File: config.mk
export PLATFORM = sky130hd
export DESIGN_NAME = deadband_step_pwm_regulator_flat
export DESIGN_NICKNAME = d
export VERILOG_FILES = /design/src/rtl/dbpwm_pkg.sv /design/src/rtl/dbpwm_in_if.sv /design/src/rtl/dbpwm_res_if.sv /design/src/rtl/dbpwm_cfg_if.sv /design/src/rtl/dbpwm_avg.sv /design/src/rtl/dbpwm_pwm.sv /design/src/rtl/deadband_step_pwm_regulator.sv /design/src/flat_wrapper.sv
export SDC_FILE = /design/constraint.sdc
export NUM_CORES = 1
export LEC_CHECK = 0
export BUFFER_PORTS_ARGS = -buffer_cell sky130_fd_sc_hd__buf_4
export CAP_MARGIN = 15
export CORE_ASPECT_RATIO = 0.5
export CORE_MARGIN = 1
export CORE_UTILIZATION = 27
export CTS_CLUSTER_DIAMETER = 200
export DETAILED_ROUTE_END_ITERATION = 7
export RECOVER_POWER = 25
export SLEW_MARGIN = 20
export SYNTH_ARGS = -nofsm -noshare
export SYNTH_HDL_FRONTEND = slang
export SYNTH_SLANG_ARGS = --single-unit
File: constraint.sdc
create_clock -name i_clk -period 12.9 [get_ports i_clk]
set_input_delay 1.935 -clock i_clk [delete_from_list [all_inputs] [get_ports i_clk]]
set_output_delay 1.935 -clock i_clk [all_outputs]
set_load 0.01 [all_outputs]
File: src/rtl/dbpwm_pkg.sv
`default_nettype none

package dbpwm_pkg;

    typedef logic [7:0] t_byte;

    // Item kinds on the input channel
    typedef enum logic {
        OP_SAMPLE = 1'b0,
        OP_TICK   = 1'b1
    } t_op;

    // Configuration register indexes
    typedef logic [7:0] t_cfg_idx;
    localparam t_cfg_idx CFG_TARGET_LEVEL = 8'd0;
    localparam t_cfg_idx CFG_DEAD_BAND    = 8'd1;

    localparam t_byte TARGET_LEVEL_RESET = 8'd128;
    localparam t_byte DEAD_BAND_RESET    = 8'd8;
    localparam t_byte DUTY_MIN           = 8'd0;
    localparam t_byte DUTY_MAX           = 8'd255;

    typedef struct packed {
        t_byte target_level;
        t_byte dead_band;
    } t_cfg;

    typedef struct packed {
        t_op   op;
        t_byte sample;
    } t_item;

    // Averager status for the item in flight
    typedef struct packed {
        logic  done;
        t_byte average;
    } t_avg_status;

    typedef struct packed {
        logic  pwm_level;
        t_byte duty;
        logic  average_ready;
        t_byte average;
    } t_result;

endpackage

`default_nettype wire

File: src/rtl/dbpwm_in_if.sv
`default_nettype none

interface dbpwm_in_if;
    import dbpwm_pkg::*;

    logic  valid;
    logic  ready;
    logic  op;
    t_byte sample;

    modport source (output valid, output op, output sample, input ready);
    modport sink   (input valid, input op, input sample, output ready);
endinterface

`default_nettype wire

File: src/rtl/dbpwm_res_if.sv
`default_nettype none

interface dbpwm_res_if;
    import dbpwm_pkg::*;

    logic  valid;
    logic  ready;
    logic  pwm_level;
    t_byte duty;
    logic  average_ready;
    t_byte average;

    modport source (output valid, output pwm_level, output duty, output average_ready,
                    output average, input ready);
    modport sink   (input valid, input pwm_level, input duty, input average_ready,
                    input average, output ready);
endinterface

`default_nettype wire

File: src/rtl/dbpwm_cfg_if.sv
`default_nettype none

interface dbpwm_cfg_if;
    import dbpwm_pkg::*;

    logic     valid;
    logic     ready;
    t_cfg_idx index;
    t_byte    data;

    modport source (output valid, output index, output data, input ready);
    modport sink   (input valid, input index, input data, output ready);
endinterface

`default_nettype wire

File: src/rtl/dbpwm_avg.sv
`default_nettype none

module dbpwm_avg #(
    parameter int AVG_SAMPLES = 8
) (
    input  logic                   i_clk,
    input  logic                   i_rst_n,
    input  logic                   i_fire,
    input  dbpwm_pkg::t_op         i_op,
    input  dbpwm_pkg::t_byte       i_sample,
    output dbpwm_pkg::t_avg_status o_avg
);
    import dbpwm_pkg::*;

    localparam int SUM_W   = $clog2(255 * AVG_SAMPLES + 1);
    localparam int CNT_W   = (AVG_SAMPLES > 1) ? $clog2(AVG_SAMPLES) : 1;
    // Divide by reciprocal: floor(x / N) = (x * ceil(2^K / N)) >> K for x < 2^SUM_W
    localparam int DIV_SH  = SUM_W + CNT_W;
    localparam int RECIP_W = SUM_W + 2;
    localparam int PROD_W  = SUM_W + RECIP_W;
    localparam logic [RECIP_W-1:0] RECIP =
        RECIP_W'(((64'd1 << DIV_SH) + 64'(AVG_SAMPLES) - 64'd1) / 64'(AVG_SAMPLES));
    localparam logic [CNT_W-1:0] CNT_LAST = CNT_W'(AVG_SAMPLES - 1);

    logic [SUM_W-1:0]  r_sum,   n_sum;
    logic [CNT_W-1:0]  r_count, n_count;
    t_byte             r_avg,   n_avg;
    logic [SUM_W-1:0]  w_sum_add;
    logic [PROD_W-1:0] w_prod;
    logic              w_done;

    // Sum including the sample in flight, and its scaled quotient
    assign w_sum_add = r_sum + {{(SUM_W-8){1'b0}}, i_sample};
    assign w_prod    = PROD_W'(w_sum_add) * PROD_W'(RECIP);

    // Advance the running sum; close a window on its last sample
    always_comb begin
        n_sum   = r_sum;
        n_count = r_count;
        n_avg   = r_avg;
        w_done  = 1'b0;
        if (i_fire && (i_op == OP_SAMPLE)) begin
            if (r_count == CNT_LAST) begin
                n_sum   = '0;
                n_count = '0;
                n_avg   = w_prod[DIV_SH +: 8];
                w_done  = 1'b1;
            end else begin
                n_sum   = w_sum_add;
                n_count = r_count + CNT_W'(1);
            end
        end
    end

    assign o_avg.done    = w_done;
    assign o_avg.average = n_avg;

    always_ff @(posedge i_clk) begin
        if (!i_rst_n) begin
            r_sum   <= '0;
            r_count <= '0;
            r_avg   <= '0;
        end else begin
            r_sum   <= n_sum;
            r_count <= n_count;
            r_avg   <= n_avg;
        end
    end

    // Window count never passes its last position
    a_count_bound: assert property (@(posedge i_clk) disable iff (!i_rst_n)
        r_count <= CNT_LAST)
        else $error("sample count beyond window");

endmodule

`default_nettype wire

File: src/rtl/dbpwm_pwm.sv
`default_nettype none

module dbpwm_pwm (
    input  logic                   i_clk,
    input  logic                   i_rst_n,
    input  logic                   i_fire,
    input  dbpwm_pkg::t_op         i_op,
    input  dbpwm_pkg::t_avg_status i_avg,
    input  dbpwm_pkg::t_cfg        i_cfg,
    output dbpwm_pkg::t_byte       o_duty,
    output logic                   o_pwm_level
);
    import dbpwm_pkg::*;

    t_byte              r_duty, n_duty;
    t_byte              r_cnt,  n_cnt;
    logic               r_pwm,  n_pwm;
    logic signed [9:0]  w_value;
    logic signed [9:0]  w_upper;
    logic signed [9:0]  w_lower;

    // Dead zone bounds in 10-bit signed arithmetic
    assign w_value = $signed({2'b00, i_avg.average});
    assign w_upper = $signed({2'b00, i_cfg.target_level}) + $signed({2'b00, i_cfg.dead_band});
    assign w_lower = $signed({2'b00, i_cfg.target_level}) - $signed({2'b00, i_cfg.dead_band});

    // Step the duty on a fresh average; advance the PWM counter on a tick
    always_comb begin
        n_duty = r_duty;
        n_cnt  = r_cnt;
        n_pwm  = r_pwm;
        if (i_fire) begin
            case (i_op)
                OP_SAMPLE: begin
                    if (i_avg.done) begin
                        if (w_value > w_upper) begin
                            if (r_duty != DUTY_MIN) n_duty = r_duty - 8'd1;
                        end else if (w_value < w_lower) begin
                            if (r_duty != DUTY_MAX) n_duty = r_duty + 8'd1;
                        end
                    end
                end
                OP_TICK: begin
                    n_cnt = r_cnt + 8'd1;
                    n_pwm = (n_cnt < r_duty);
                end
                default: begin
                    n_cnt = r_cnt;
                end
            endcase
        end
    end

    assign o_duty      = n_duty;
    assign o_pwm_level = n_pwm;

    always_ff @(posedge i_clk) begin
        if (!i_rst_n) begin
            r_duty <= '0;
            r_cnt  <= '0;
            r_pwm  <= 1'b0;
        end else begin
            r_duty <= n_duty;
            r_cnt  <= n_cnt;
            r_pwm  <= n_pwm;
        end
    end

    // Duty moves by at most one step per cycle
    a_duty_step: assert property (@(posedge i_clk) disable iff (!i_rst_n)
        $past(i_rst_n) |-> (r_duty == $past(r_duty)) || (r_duty == $past(r_duty) + 8'd1)
                           || (r_duty == $past(r_duty) - 8'd1))
        else $error("duty jumped by more than one step");

    // A sample never changes the PWM output level
    a_pwm_hold: assert property (@(posedge i_clk) disable iff (!i_rst_n)
        (i_fire && (i_op == OP_SAMPLE)) |=> (r_pwm == $past(r_pwm)))
        else $error("PWM level changed on a sample");

endmodule

`default_nettype wire

File: src/rtl/deadband_step_pwm_regulator.sv
// Dead-band step regulator with PWM output.
// Input channel i_in carries items of two kinds: op 0 is a converted sample, op 1 is a
// PWM timer tick. Every item yields exactly one result on o_res: the PWM level, the duty,
// a flag marking the sample that closed an averaging window, and the latest average.
// Every AVG_SAMPLES samples the mean is compared with target_level +/- dead_band and the
// duty steps down above the band, up below it, saturating at 0 and 255.
// Configuration writes on i_cfg (index 0 target_level, 1 dead_band, others dropped) are
// always taken and are to be made while no item is in flight.
// An accepted item is registered in the input register, processed and registered in the
// result register that drives o_res. Throughput: one item per cycle while o_res.ready is
// high, set by combinational averager and duty updates between input and result registers.
// Stall: a result held by o_res.ready low keeps the result register; one more item waits
// in the input register, after which i_in.ready drops.
// Reset (synchronous, active low) clears both pipeline stages, all regulator state and
// restores target_level 128, dead_band 8.
`default_nettype none

module deadband_step_pwm_regulator #(
    parameter int AVG_SAMPLES = 8
) (
    input  logic        i_clk,
    input  logic        i_rst_n,
    dbpwm_in_if.sink    i_in,
    dbpwm_res_if.source o_res,
    dbpwm_cfg_if.sink   i_cfg
);
    import dbpwm_pkg::*;

    logic        r_in_valid;
    t_item       r_in;
    logic        r_out_valid;
    t_result     r_out;
    t_cfg        r_cfg;
    logic        w_adv;
    t_avg_status w_avg;
    t_byte       w_duty;
    logic        w_pwm_level;

    // Move the held item into the result stage when that stage is free or draining
    assign w_adv      = r_in_valid && (!r_out_valid || o_res.ready);
    assign i_in.ready = !r_in_valid || w_adv;
    assign i_cfg.ready = 1'b1;

    // Configuration registers
    always_ff @(posedge i_clk) begin
        if (!i_rst_n) begin
            r_cfg.target_level <= TARGET_LEVEL_RESET;
            r_cfg.dead_band    <= DEAD_BAND_RESET;
        end else if (i_cfg.valid) begin
            case (i_cfg.index)
                CFG_TARGET_LEVEL: r_cfg.target_level <= i_cfg.data;
                CFG_DEAD_BAND:    r_cfg.dead_band    <= i_cfg.data;
                default:          r_cfg              <= r_cfg;
            endcase
        end
    end

    // Input register
    always_ff @(posedge i_clk) begin
        if (!i_rst_n) begin
            r_in_valid <= 1'b0;
        end else if (i_in.ready) begin
            r_in_valid <= i_in.valid;
        end
    end

    always_ff @(posedge i_clk) begin
        if (i_in.valid && i_in.ready) begin
            r_in.op     <= t_op'(i_in.op);
            r_in.sample <= i_in.sample;
        end
    end

    dbpwm_avg #(
        .AVG_SAMPLES (AVG_SAMPLES)
    ) u_avg (
        .i_clk    (i_clk),
        .i_rst_n  (i_rst_n),
        .i_fire   (w_adv),
        .i_op     (r_in.op),
        .i_sample (r_in.sample),
        .o_avg    (w_avg)
    );

    dbpwm_pwm u_pwm (
        .i_clk       (i_clk),
        .i_rst_n     (i_rst_n),
        .i_fire      (w_adv),
        .i_op        (r_in.op),
        .i_avg       (w_avg),
        .i_cfg       (r_cfg),
        .o_duty      (w_duty),
        .o_pwm_level (w_pwm_level)
    );

    // Result register
    always_ff @(posedge i_clk) begin
        if (!i_rst_n) begin
            r_out_valid <= 1'b0;
        end else if (w_adv) begin
            r_out_valid <= 1'b1;
        end else if (o_res.ready) begin
            r_out_valid <= 1'b0;
        end
    end

    always_ff @(posedge i_clk) begin
        if (w_adv) begin
            r_out.pwm_level     <= w_pwm_level;
            r_out.duty          <= w_duty;
            r_out.average_ready <= w_avg.done;
            r_out.average       <= w_avg.average;
        end
    end

    assign o_res.valid         = r_out_valid;
    assign o_res.pwm_level     = r_out.pwm_level;
    assign o_res.duty          = r_out.duty;
    assign o_res.average_ready = r_out.average_ready;
    assign o_res.average       = r_out.average;

    // An accepted item is held in the input stage next cycle
    a_in_capture: assert property (@(posedge i_clk) disable iff (!i_rst_n)
        (i_in.valid && i_in.ready) |=> r_in_valid)
        else $error("accepted item not captured");

    // A waiting item is not dropped while the result stage is stalled
    a_in_hold: assert property (@(posedge i_clk) disable iff (!i_rst_n)
        (r_in_valid && r_out_valid && !o_res.ready) |=> (r_in_valid && r_out_valid))
        else $error("item lost during output stall");

    // Only an advancing item refills the result stage after it drains
    a_out_fill: assert property (@(posedge i_clk) disable iff (!i_rst_n)
        (!r_out_valid && !w_adv) |=> !r_out_valid)
        else $error("result appeared without an item");

endmodule

`default_nettype wire
File: src/flat_wrapper.sv
// flat-port wrapper written by rule: the top's interface ports become plain ports
module deadband_step_pwm_regulator_flat import dbpwm_pkg::*;
#(
    parameter int AVG_SAMPLES = 8
)
  (i_clk, i_rst_n, i_in_valid, i_in_op, i_in_sample, i_in_ready, o_res_valid, o_res_pwm_level, o_res_duty, o_res_average_ready, o_res_average, o_res_ready, i_cfg_valid, i_cfg_index, i_cfg_data, i_cfg_ready);
  dbpwm_in_if i_in_i ();
  dbpwm_res_if o_res_i ();
  dbpwm_cfg_if i_cfg_i ();
  input  logic i_clk;
  input  logic i_rst_n;
  input wire logic [$bits(i_in_i.valid)-1:0] i_in_valid;
  input wire logic [$bits(i_in_i.op)-1:0] i_in_op;
  input wire logic [$bits(i_in_i.sample)-1:0] i_in_sample;
  output wire logic [$bits(i_in_i.ready)-1:0] i_in_ready;
  output wire logic [$bits(o_res_i.valid)-1:0] o_res_valid;
  output wire logic [$bits(o_res_i.pwm_level)-1:0] o_res_pwm_level;
  output wire logic [$bits(o_res_i.duty)-1:0] o_res_duty;
  output wire logic [$bits(o_res_i.average_ready)-1:0] o_res_average_ready;
  output wire logic [$bits(o_res_i.average)-1:0] o_res_average;
  input wire logic [$bits(o_res_i.ready)-1:0] o_res_ready;
  input wire logic [$bits(i_cfg_i.valid)-1:0] i_cfg_valid;
  input wire logic [$bits(i_cfg_i.index)-1:0] i_cfg_index;
  input wire logic [$bits(i_cfg_i.data)-1:0] i_cfg_data;
  output wire logic [$bits(i_cfg_i.ready)-1:0] i_cfg_ready;
  assign i_in_i.valid = i_in_valid;
  assign i_in_i.op = i_in_op;
  assign i_in_i.sample = i_in_sample;
  assign i_in_ready = i_in_i.ready;
  assign o_res_valid = o_res_i.valid;
  assign o_res_pwm_level = o_res_i.pwm_level;
  assign o_res_duty = o_res_i.duty;
  assign o_res_average_ready = o_res_i.average_ready;
  assign o_res_average = o_res_i.average;
  assign o_res_i.ready = o_res_ready;
  assign i_cfg_i.valid = i_cfg_valid;
  assign i_cfg_i.index = i_cfg_index;
  assign i_cfg_i.data = i_cfg_data;
  assign i_cfg_ready = i_cfg_i.ready;
  deadband_step_pwm_regulator #(.AVG_SAMPLES(AVG_SAMPLES)) u_core (.i_clk(i_clk), .i_rst_n(i_rst_n), .i_in(i_in_i), .o_res(o_res_i), .i_cfg(i_cfg_i));
endmodule
==> results by group, run 1 <==
Final layout
  • Most frequent cells in the layout: nor2_1 (63), dfxtp_1 (57), ha_1 (53), buf_4 (39), a21oi_1 (34)
  • Commonest non-fill, non-tap cell in the layout: nor2_1
  • Area Overhead vs Synth: 17.0%
  • Layout cells sized above 1: 13.2%
  • Final net count: 680
  • Antenna cells: 0

Global routing
  • Number of global-route vias before repair: 3,909
  • First-pass GRT wire length: 19,200 um
  • Initial antenna violation count: 0
  • Largest net degree at the start of global routing: 26
  • GRT overflow: 0
  • GRT Util Overall: 12.2%

Placement
  • Final GP Congestion: 0.879
  • Dpl hpwl: 8830 um
  • IO buf count: 49

Timing
  • Count of final setup violators: 0
  • FMAX: 188 MHz
  • Setup TNS: 0 ps
  • Worst Max-Slew Pin Slew: 1070 ps
  • RSZ-0062 raised after global routing: no
  • Final Hold Vio Count: 0
  • Slew headroom: 28.7%
  • Minimum clock period: 5310 ps
  • Worst clock skew: 7.82 ps
  • Pins Over Slew Limit: 0
  • Period utilisation layout: 41.2%

Clock tree
  • CTS Buffer Depth: 2
  • Post-CTS Hold Buffers: 0
  • CTS Sinks: 84
  • CTS Buf Count: 9
  • H-tree lvl count: 3
  • Post-CTS Setup Inserts: 0
  • TritonCTS clock tree: yes
  • CTS resizes: 0
  • Clock insertion delay at the later pin of the skew report: 340 ps
  • Clk slew on worst S/H paths: 60 ps
  • Clk root buf: clkbuf_16

Routing
  • Routed vias: 4,033
  • Remaining DRCs: 0
  • DR pass1 iterations: 5
  • Via-to-Cell Ratio: 4.70
  • Detail Route Antenna Nets: 0
  • 1st-iter DRT viols: 251
  • Drt wl/cell: 13.5 um
  • Detailed Route WL: 11,600 um

Yosys
  • Syn. warnings: 0
  • Number of distinct library cells after synthesis: 61
  • Synthesized area per cell: 9.31 um2
  • Post-Syn Instances: 554
  • Seq/Total Area, Yosys: 37.8%
  • Syn nets: 640
  • Post-synth EDFFs: 27
  • Dominant synthesized flop cell: dfxtp_1
  • Async set-reset flop share out of synthesis: 0%
  • Synthesized area: 0.00516 mm2
  • Yosys reg bits: 84

Worst setup path
  • Delay-heaviest family, CP: compound AO/OA/AOI/OAI gates
  • CP bufs+invs: 2
  • WP data arrival: 5390 ps
  • Worst setup EP type: flip-flop
  • Worst EP required: 12,980 ps
  • Worst setup SP type: input pin
  • CP max stage delay: 560 ps
  • CP Cell Sequence: clkbuf_4, nor2b_1, nor3_2, nand2_2, inv_2, mux2_2, ha_1, a21o_1, a22o_1, a211o_1, a31oi_1, a21oi_1, xnor2_1
  • Type of the worst setup path: input pin to flip-flop
  • Largest fanout on the critical path: 19
  • Slowest CP cell: a31oi_1

Die
  • Die height: 99.8 um
  • Io pins: 51
  • Placement row count: 35
  • Core region area: 0.0186 mm2
  • Horiz. Die Dim: 198 um
  • Initial core utilization: 27.8%
  • Die ar.: 0.0197 mm2

Pwr
  • Leakage: 2.49 nW
  • Power density cells: 93.3 mW/mm2
  • Worst IR drop on VDD: 0.0517 mV
  • Overall power: 0.000563 W

Status
  • Status: finished clean

Hold path
  • Min-Delay Path Class: flip-flop to flip-flop

Job
  • Max-cap check violation count: 0
==> Yosys cell counts (3+ instances only) <==
library cell | instances | area [um2]
nor2b_1 | 4 | 25.0
mux2_2 | 5 | 56.3
or3_1 | 4 | 25.0
a211oi_1 | 5 | 37.5
o21ai_0 | 14 | 70.1
and2_1 | 8 | 50.1
nand2b_1 | 4 | 25.0
mux2i_1 | 19 | 190
edfxtp_1 | 27 | 811
nor3_1 | 19 | 95.1
o21bai_1 | 3 | 22.5
a21oi_1 | 34 | 170
a22oi_1 | 5 | 37.5
o21a_1 | 3 | 22.5
a311oi_1 | 4 | 35.0
xor2_1 | 15 | 131
a31oi_1 | 10 | 62.6
inv_1 | 30 | 113
buf_2 | 6 | 30.0
a211o_1 | 3 | 26.3
dfxtp_1 | 57 | 1140
nand3_1 | 14 | 70.1
and3_1 | 18 | 113
nor2_1 | 63 | 236
fa_1 | 3 | 60.1
nor4_1 | 11 | 68.8
clkbuf_1 | 12 | 45.0
ha_1 | 53 | 663
nand4_1 | 4 | 25.0
a21o_1 | 8 | 60.1
xnor2_1 | 21 | 184
nand2_1 | 29 | 109
==> worst min-delay path, cell delays in order, from the launching register on <==
cell     delay [ps]
dfxtp_1         310
nand2_1          60
a21oi_1          50
==> cell type report <==
class | instances | area [um2]
fill | 1959 | 12500
multi-input combinational | 417 | 2990
sequential | 84 | 1950
timing repair buffer | 51 | 375
tap | 259 | 324
clock buffer | 9 | 225
inverter | 31 | 116
clock inverter | 7 | 50.0
==> through the flow <==
| step | instance area [um2] | util (%) | std cells | worst slack [ps] | hold slack, ps |
|---|---|---|---|---|---|
| after floorplan | 5160 | - | 554 | 7660 | 441 |
| after global placement | 5770 | 31.1 | 842 | 7310 | 448 |
| after detailed placement | 5770 | 31.1 | 842 | 7240 | 463 |
| after CTS | 6040 | 32.6 | 858 | 7610 | 472 |
| after global routing | 6040 | 32.5 | 858 | 7290 | 505 |
| final | 6040 | 32.5 | 858 | 7590 | 473 |
==> worst paths after layout <==
path / startpoint / end / slack, ps / cells past startpoint
worst min register to register: u_core.u_avg.r_count[2] / u_core.u_avg.r_count[2] / 470 / 2
worst min-delay path: u_core.u_avg.r_count[2] / u_core.u_avg.r_count[2] / 470 / 2
worst max-delay path: o_res_ready / u_core.o_res.duty[0] / 7590 / 13
worst max register to register: u_core.r_in[0] / u_core.o_res.duty[0] / 8050 / 14
==> kinds of logic after synthesis <==
logic type / Yosys count / share of synthesized area (%)
buf+inv: 53 / 4.15
compound gates: 112 / 14.9
simple gates: 188 / 18.2
mux: 24 / 4.78
xor+xnor: 36 / 6.11
fa+ha+maj: 56 / 14.0
flops: 84 / 37.8
other cells: 1 / 0.0727
==> per-layer routing <==
metal / up-vias / track usage [%] / wire (um)
li1: 2081 / - / -
met4: 0 / 2.74 / 53
met5: - / 0 / 0
met3: 7 / 2.81 / 482
met1: 1891 / 16.3 / 5780
met2: 54 / 20.2 / 5260
==> state kept, by name (all words and copies together), names as in the netlist <==
register / count
u_core.r_cfg: 16
u_core.r_in: 9
u_core.o_res.duty: 8
u_core.o_res.average: 8
u_core.u_avg.r_count: 3
u_core.u_avg.r_avg: 8
u_core.o_res.average_ready: 1
u_core.u_avg.r_sum: 11
u_core.u_pwm.r_pwm: 1
u_core.o_res.valid: 1
u_core.r_in_valid: 1
u_core.u_pwm.r_duty: 8
u_core.o_res.pwm_level: 1
u_core.u_pwm.r_cnt: 8
==> report_power, final <==
group	switching, W	total [W]	internal (W)	leakage, nW
clock	0.000112	0.000243	0.000131	0.130
sequential	0.00000312	0.000282	0.000279	0.722
combinational	0.0000211	0.0000387	0.0000175	1.64
Note: power is estimated with default switching activity, not from simulation.
==> inputs of run 2 (changes only) <==
==> constraint.sdc (replaced) <==
create_clock -name i_clk -period 5 [get_ports i_clk]
set_input_delay 0.75 -clock i_clk [delete_from_list [all_inputs] [get_ports i_clk]]
set_output_delay 0.75 -clock i_clk [all_outputs]
set_load 0.01 [all_outputs]
==> run 2 against run 1 <==
  * Sequential cell count unchanged
  * Count of clock-buffer cells in the layout stayed put
  * Cell count increased by 0.35%
  * Global-route usage is 0.29 points higher
  * Final area increased by 0.70%
  * Sequential share of layout area down 0.23 points
  * Die area did not move
  * Hold slack got worse by 14 ps
  * Critical endpoint is now u_core.u_pwm.r_duty[4]
==> results by group, run 2 (same netlist as run 1, synthesis figures left out) <==
Status
  • Status: finished clean

Pwr
  • Psw: 0.000357 W
  • Clock Power Share: 45.4%
  • Int Pwr: 0.00116 W
  • Sw Ratio: 23.5%
  • Worst IR drop on VDD: 0.120 mV
  • Power density cells: 249 mW/mm2
  • Leakage: 2.52 nW
  • Reg power frac: 48.0%
  • Combinational share of power: 6.7%

Timing
  • Minimum clock period: 4540 ps
  • FMAX: 220 MHz
  • Count of final setup violators: 0
  • Final worst slack: 462 ps
  • Worst Max-Slew Pin Slew: 1130 ps
  • Period utilisation layout: 90.8%
  • Pins Over Slew Limit: 0
  • Slew headroom: 24.7%
  • Setup TNS: 0 ps
  • RSZ-0062 raised after global routing: no
  • Final Hold Vio Count: 0
  • Worst clock skew: 9.44 ps

Routing
  • Routed vias: 4,068
  • 1st-iter DRT viols: 187
  • Detail Route Antenna Nets: 0
  • Detailed Route WL: 11,800 um
  • Remaining DRCs: 0
  • Drt wl/cell: 13.7 um
  • Via-to-Cell Ratio: 4.72
  • DR pass1 iterations: 4

Final layout
  • Area Overhead vs Synth: 17.8%
  • Antenna cells: 0
  • Fill cell count: 1,907
  • Final net count: 683
  • Post-route non-filler standard cell count: 861
  • Layout cells sized above 1: 13.3%
  • Commonest non-fill, non-tap cell in the layout: nor2_1
  • Reg with most FFs: u_core.r_cfg
  • Finished Cell Area: 0.00608 mm2
  • Max FFs per register: 16
  • Most frequent cells in the layout: nor2_1 (63), dfxtp_1 (57), ha_1 (53), buf_4 (39), a21oi_1 (34)
  • Top flop regs: u_core.r_cfg (16), u_core.u_avg.r_sum (11), u_core.r_in (9)

Hold path
  • Cell depth of the worst hold path: 2
  • Min-delay src: u_core.u_avg.r_count[2]
  • Min-Delay Path Class: flip-flop to flip-flop

Die
  • Initial core utilization: 27.8%
  • Core region area: 0.0186 mm2
  • Io pins: 51
  • Placement row count: 35
  • Die ar.: 0.0197 mm2
  • Die height: 99.8 um
  • Horiz. Die Dim: 198 um

Worst setup path
  • WP data arrival: 4790 ps
  • Worst R2R End: u_core.u_pwm.r_duty[4]
  • Crit path capture: u_core.u_pwm.r_duty[4]
  • Largest fanout on the critical path: 4
  • Worst-case reg-to-reg path depth: 14
  • R2R Setup Slk: 460 ps
  • Worst r2r src: u_core.r_in[0]
  • Worst setup SP type: flip-flop
  • Worst setup EP type: flip-flop
  • Type of the worst setup path: flip-flop to flip-flop
  • CP startpoint: u_core.r_in[0]
  • Worst EP required: 5250 ps

Placement
  • DP Area: 0.00579 mm2
  • Dpl hpwl: 8940 um
  • Final GP Congestion: 0.860
  • IO buf count: 49
  • Worst slack at placement: 502 ps
  • Post-placement cell count: 845

Clock tree
  • CTS Buffer Depth: 2
  • TritonCTS clock tree: yes
  • CTS Buf Count: 9
  • Post-CTS Hold Buffers: 0
  • H-tree lvl count: 3
  • Post-CTS Setup Inserts: 0
  • CTS Sinks: 84
  • Clk slew on worst S/H paths: 70 ps
  • Clock insertion delay at the later pin of the skew report: 340 ps
  • Clk root buf: clkbuf_16
  • CTS resizes: 0

Global routing
  • First-pass GRT wire length: 19,500 um
  • Initial antenna violation count: 0
  • Largest net degree at the start of global routing: 27
  • GRT overflow: 0
  • GRT Util Overall: 12.5%
  • Number of global-route vias before repair: 3,928

Job
  • Max-cap check violation count: 0
run 2: changes by cell type in the layout (fill, tap and decap cells not counted), sizes merged:
cell	delta
bufinv	+1
clkbuf	+3
clkinv	-1
clkinvlp	-2
inv	+2
run 2: power groups by stage:
stage	Sequential (W)	Clock [W]	Combinational, W
2_1_floorplan	0.000743	0	0.0000555
3_3_place_gp	0.000742	0	0.000101
3_5_place_dp	0.000743	0	0.000103
4_1_cts	0.000727	0.000710	0.000104
5_1_grt	0.000729	0.000737	0.000112
6_report	0.000727	0.000688	0.000101
run 2: layout make-up:
cell class / count / area, um2 / area share (%)
Clock inverter: 7 / 81.3 / 1.34
Inverter: 31 / 116 / 1.91
Tap cell: 259 / 324 / 5.33
Multi-Input combinational cell: 417 / 2990 / 49.2
Sequential cell: 84 / 1950 / 32.1
Timing Repair Buffer: 54 / 387 / 6.36
Clock buffer: 9 / 225 / 3.70
run 2: metal layers:
layer,global-route usage (%),vias up,part of all wire (%)
met4,3.58,0,1.1
met3,2.78,11,4.0
met2,20.7,60,46
li1,-,2082,-
met1,16.4,1915,49
met5,0,-,0
run 2: worst min-delay path by stage:
stage	endpoint	slack (ps)
finish	u_core.u_avg.r_count[2]	460
global route	u_core.u_avg.r_count[2]	490
CTS	u_core.u_avg.r_count[2]	460
detailed placement	u_core.u_avg.r_count[2]	450
global placement	u_core.u_avg.r_count[2]	450
floorplan	u_core.u_avg.r_count[2]	440
run 2: critical path, stage by stage (launching register included):
cell and delay, ps:
edfxtp_1 380, ha_1 230, fa_1 410, a21o_1 180
a221o_1 330, o2111ai_1 340, xor2_1 120, o21ai_0 440
ha_1 330, and3_1 210, a22o_1 240, a211oi_2 400
nor3_1 170, or3_1 430, a311oi_1 250
run 2: per-stage QoR:
| step | hold slack (ps) | power, W | util, % |
|---|---|---|---|
| floorplan | 441 | 0.000799 | - |
| global placement | 452 | 0.000844 | 31.2 |
| detailed placement | 455 | 0.000846 | 31.2 |
| CTS | 464 | 0.00154 | 32.8 |
| global route | 491 | 0.00158 | 32.7 |
| finish | 459 | 0.00152 | 32.7 |
==> inputs of run 3 (changes only) <==
--- a/config.mk
+++ b/config.mk
@@ -7,7 +7,7 @@
 export LEC_CHECK = 0
 export BUFFER_PORTS_ARGS = -buffer_cell sky130_fd_sc_hd__buf_4
 export CAP_MARGIN = 15
-export CORE_ASPECT_RATIO = 0.5
+export CORE_ASPECT_RATIO = 1.2
 export CORE_MARGIN = 1
 export CORE_UTILIZATION = 27
 export CTS_CLUSTER_DIAMETER = 200
==> run 3 against run 2 <==
  * The flow now finishes with violations (max-capacitance violations, max-slew violations)
  * Sequential cell count unchanged
  * Largest power group unchanged
  * Die area fell by 0.16%
  * Setup slack improved by 77 ps
  * Maximum frequency increased by 1.7%
  * Sequential share of layout area grew 0.29 points
  * Clock power is 11% lower
  * Hold slack better by 7.4 ps
  * Global-route usage decreased by 0.18 points
  * Combinational power about the same
  * Highest routed layer unchanged
  * Final area decreased by 0.91%
==> results by group, run 3 (same netlist as run 1, synthesis figures left out) <==
Final layout
  • Area Overhead vs Synth: 16.8%
  • Top flop regs: u_core.r_cfg (16), u_core.u_avg.r_sum (11), u_core.r_in (9)
  • Fill cell count: 1,940
  • Reg area: 0.00195 mm2
  • Most frequent cells in the layout: nor2_1 (63), dfxtp_1 (57), ha_1 (53), buf_4 (38), a21oi_1 (34)
  • Reg with most FFs: u_core.r_cfg
  • Max FFs per register: 16
  • Post-route non-filler standard cell count: 857
  • Final net count: 682
  • Antenna cells: 0
  • Commonest non-fill, non-tap cell in the layout: nor2_1
  • Layout cells sized above 1: 12.6%
  • Multi-input gate area: 0.00299 mm2

Global routing
  • Met1 GRT Util: 15.0%
  • GRT overflow: 0
  • Largest net degree at the start of global routing: 32
  • Met3 usage: 2.21%
  • Met2 Use GR: 20.6%
  • Initial antenna violation count: 0
  • GRT Util Overall: 12.4%
  • First-pass GRT wire length: 19,200 um
  • GRT busiest layer: met2
  • Number of global-route vias before repair: 4,029

Routing
  • Drt wl/cell: 13.3 um
  • 1st-iter DRT viols: 268
  • Routed vias: 4,051
  • DR pass1 iterations: 4
  • Detail Route Antenna Nets: 0
  • Via-to-Cell Ratio: 4.73
  • Remaining DRCs: 0
  • Detailed Route WL: 11,400 um

Timing
  • Slew headroom: -18.0%
  • RSZ-0062 raised after global routing: no
  • Minimum clock period: 4460 ps
  • Hold WS: 466 ps
  • FMAX: 224 MHz
  • Worst clock skew: 5.31 ps
  • Final Hold Vio Count: 0
  • Pins Over Slew Limit: 19
  • Worst Max-Slew Pin Slew: 1760 ps
  • Count of final setup violators: 0
  • Setup TNS: 0 ps
  • Period utilisation layout: 89.2%

Job
  • Max-cap check violation count: 1

Pwr
  • Worst IR drop on VDD: 0.110 mV
  • Leakage: 2.48 nW
  • Power density cells: 238 mW/mm2

Worst setup path
  • Worst r2r src: u_core.r_in[0]
  • Worst EP required: 5240 ps
  • Largest fanout on the critical path: 4
  • Worst R2R End: u_core.u_pwm.r_duty[4]
  • Worst-case reg-to-reg path depth: 14
  • WP data arrival: 4700 ps
  • R2R Setup Slk: 540 ps
  • Worst setup EP type: flip-flop
  • Worst setup SP type: flip-flop
  • Type of the worst setup path: flip-flop to flip-flop

Clock tree
  • Clk root buf: clkbuf_16
  • Clock insertion delay at the later pin of the skew report: 350 ps
  • Clk slew on worst S/H paths: 60 ps
  • Post-CTS Setup Inserts: 0
  • Post-CTS Hold Buffers: 0
  • TritonCTS clock tree: yes
  • CTS Sinks: 84
  • CTS Buffer Depth: 2
  • CTS resizes: 0
  • CTS Buf Count: 9
  • H-tree lvl count: 3

Die
  • Core region area: 0.0188 mm2
  • Horiz. Die Dim: 128 um
  • Die ar.: 0.0197 mm2
  • Io pins: 51
  • Placement row count: 55
  • Initial core utilization: 27.5%
  • Die height: 153 um

Hold path
  • Cell depth of the worst hold path: 2
  • Min-Delay Path Class: flip-flop to flip-flop
  • Min-delay src: u_core.u_avg.r_count[2]
  • End of the worst hold path: u_core.u_avg.r_count[2]

Status
  • Status: complete, but fails checks
  • Failing checks: max-capacitance violations, max-slew violations

Placement
  • Post-placement cell count: 841
  • IO buf count: 49
  • Final GP Congestion: 0.833
  • Dpl hpwl: 8710 um
[run 3: worst max path at each step]
stage                   startpoint                endpoint  slack [ps]  cells past startpoint
global placement    u_core.r_in[0]  u_core.u_pwm.r_duty[4]         610                     14
floorplan           u_core.r_in[0]    u_core.o_res.duty[3]         880                     14
finish              u_core.r_in[0]  u_core.u_pwm.r_duty[4]         540                     14
CTS                 u_core.r_in[0]  u_core.u_pwm.r_duty[4]         530                     14
detailed placement  u_core.r_in[0]  u_core.u_pwm.r_duty[4]         540                     14
global route        u_core.r_in[0]  u_core.u_pwm.r_duty[4]          70                     14
[run 3: where the power goes]
group | switching [W] | internal, W
sequential | 0.00000827 | 0.000720
clock | 0.000275 | 0.000334
combinational | 0.0000536 | 0.0000442
total | 0.000337 | 0.00110
[run 3: area by class of cell]
type	count	share of cell area (%)
Sequential cell	84	32.4
Clock inverter	5	0.498
Timing Repair Buffer	53	6.29
Inverter	31	1.93
Clock buffer	11	3.86
Tap cell	256	5.32
Multi-Input combinational cell	417	49.7
[run 3: through the flow]
| step | util [%] | setup WS [ps] | instance area, um2 | total power, W |
|---|---|---|---|---|
| 4_1_cts | 32.2 | 528 | 6050 | 0.00145 |
| 2_1_floorplan | - | 877 | 5160 | 0.000799 |
| 3_5_place_dp | 30.8 | 537 | 5780 | 0.000843 |
| 6_report | 32.1 | 539 | 6020 | 0.00143 |
| 5_1_grt | 32.1 | 66.4 | 6020 | 0.00149 |
| 3_3_place_gp | 30.8 | 614 | 5780 | 0.000843 |
[run 3: metal layers]
| metal | wire (um) | up-vias |
|---|---|---|
| met1 | 5190 | 1865 |
| met3 | 510 | 17 |
| met4 | 311 | 0 |
| met2 | 5370 | 83 |
| met5 | 0 | - |
| li1 | - | 2086 |
[run 3: critical path: stages (launching register included)]
cell and delay (ps):
edfxtp_1 370, ha_1 230, fa_1 410, a21o_1 180
a221o_1 340, o2111ai_1 320, xor2_1 110, o21ai_0 400
ha_1 320, and3_1 210, a22o_1 230, a211oi_2 410
nor3_1 160, or3_1 420, a311oi_1 240
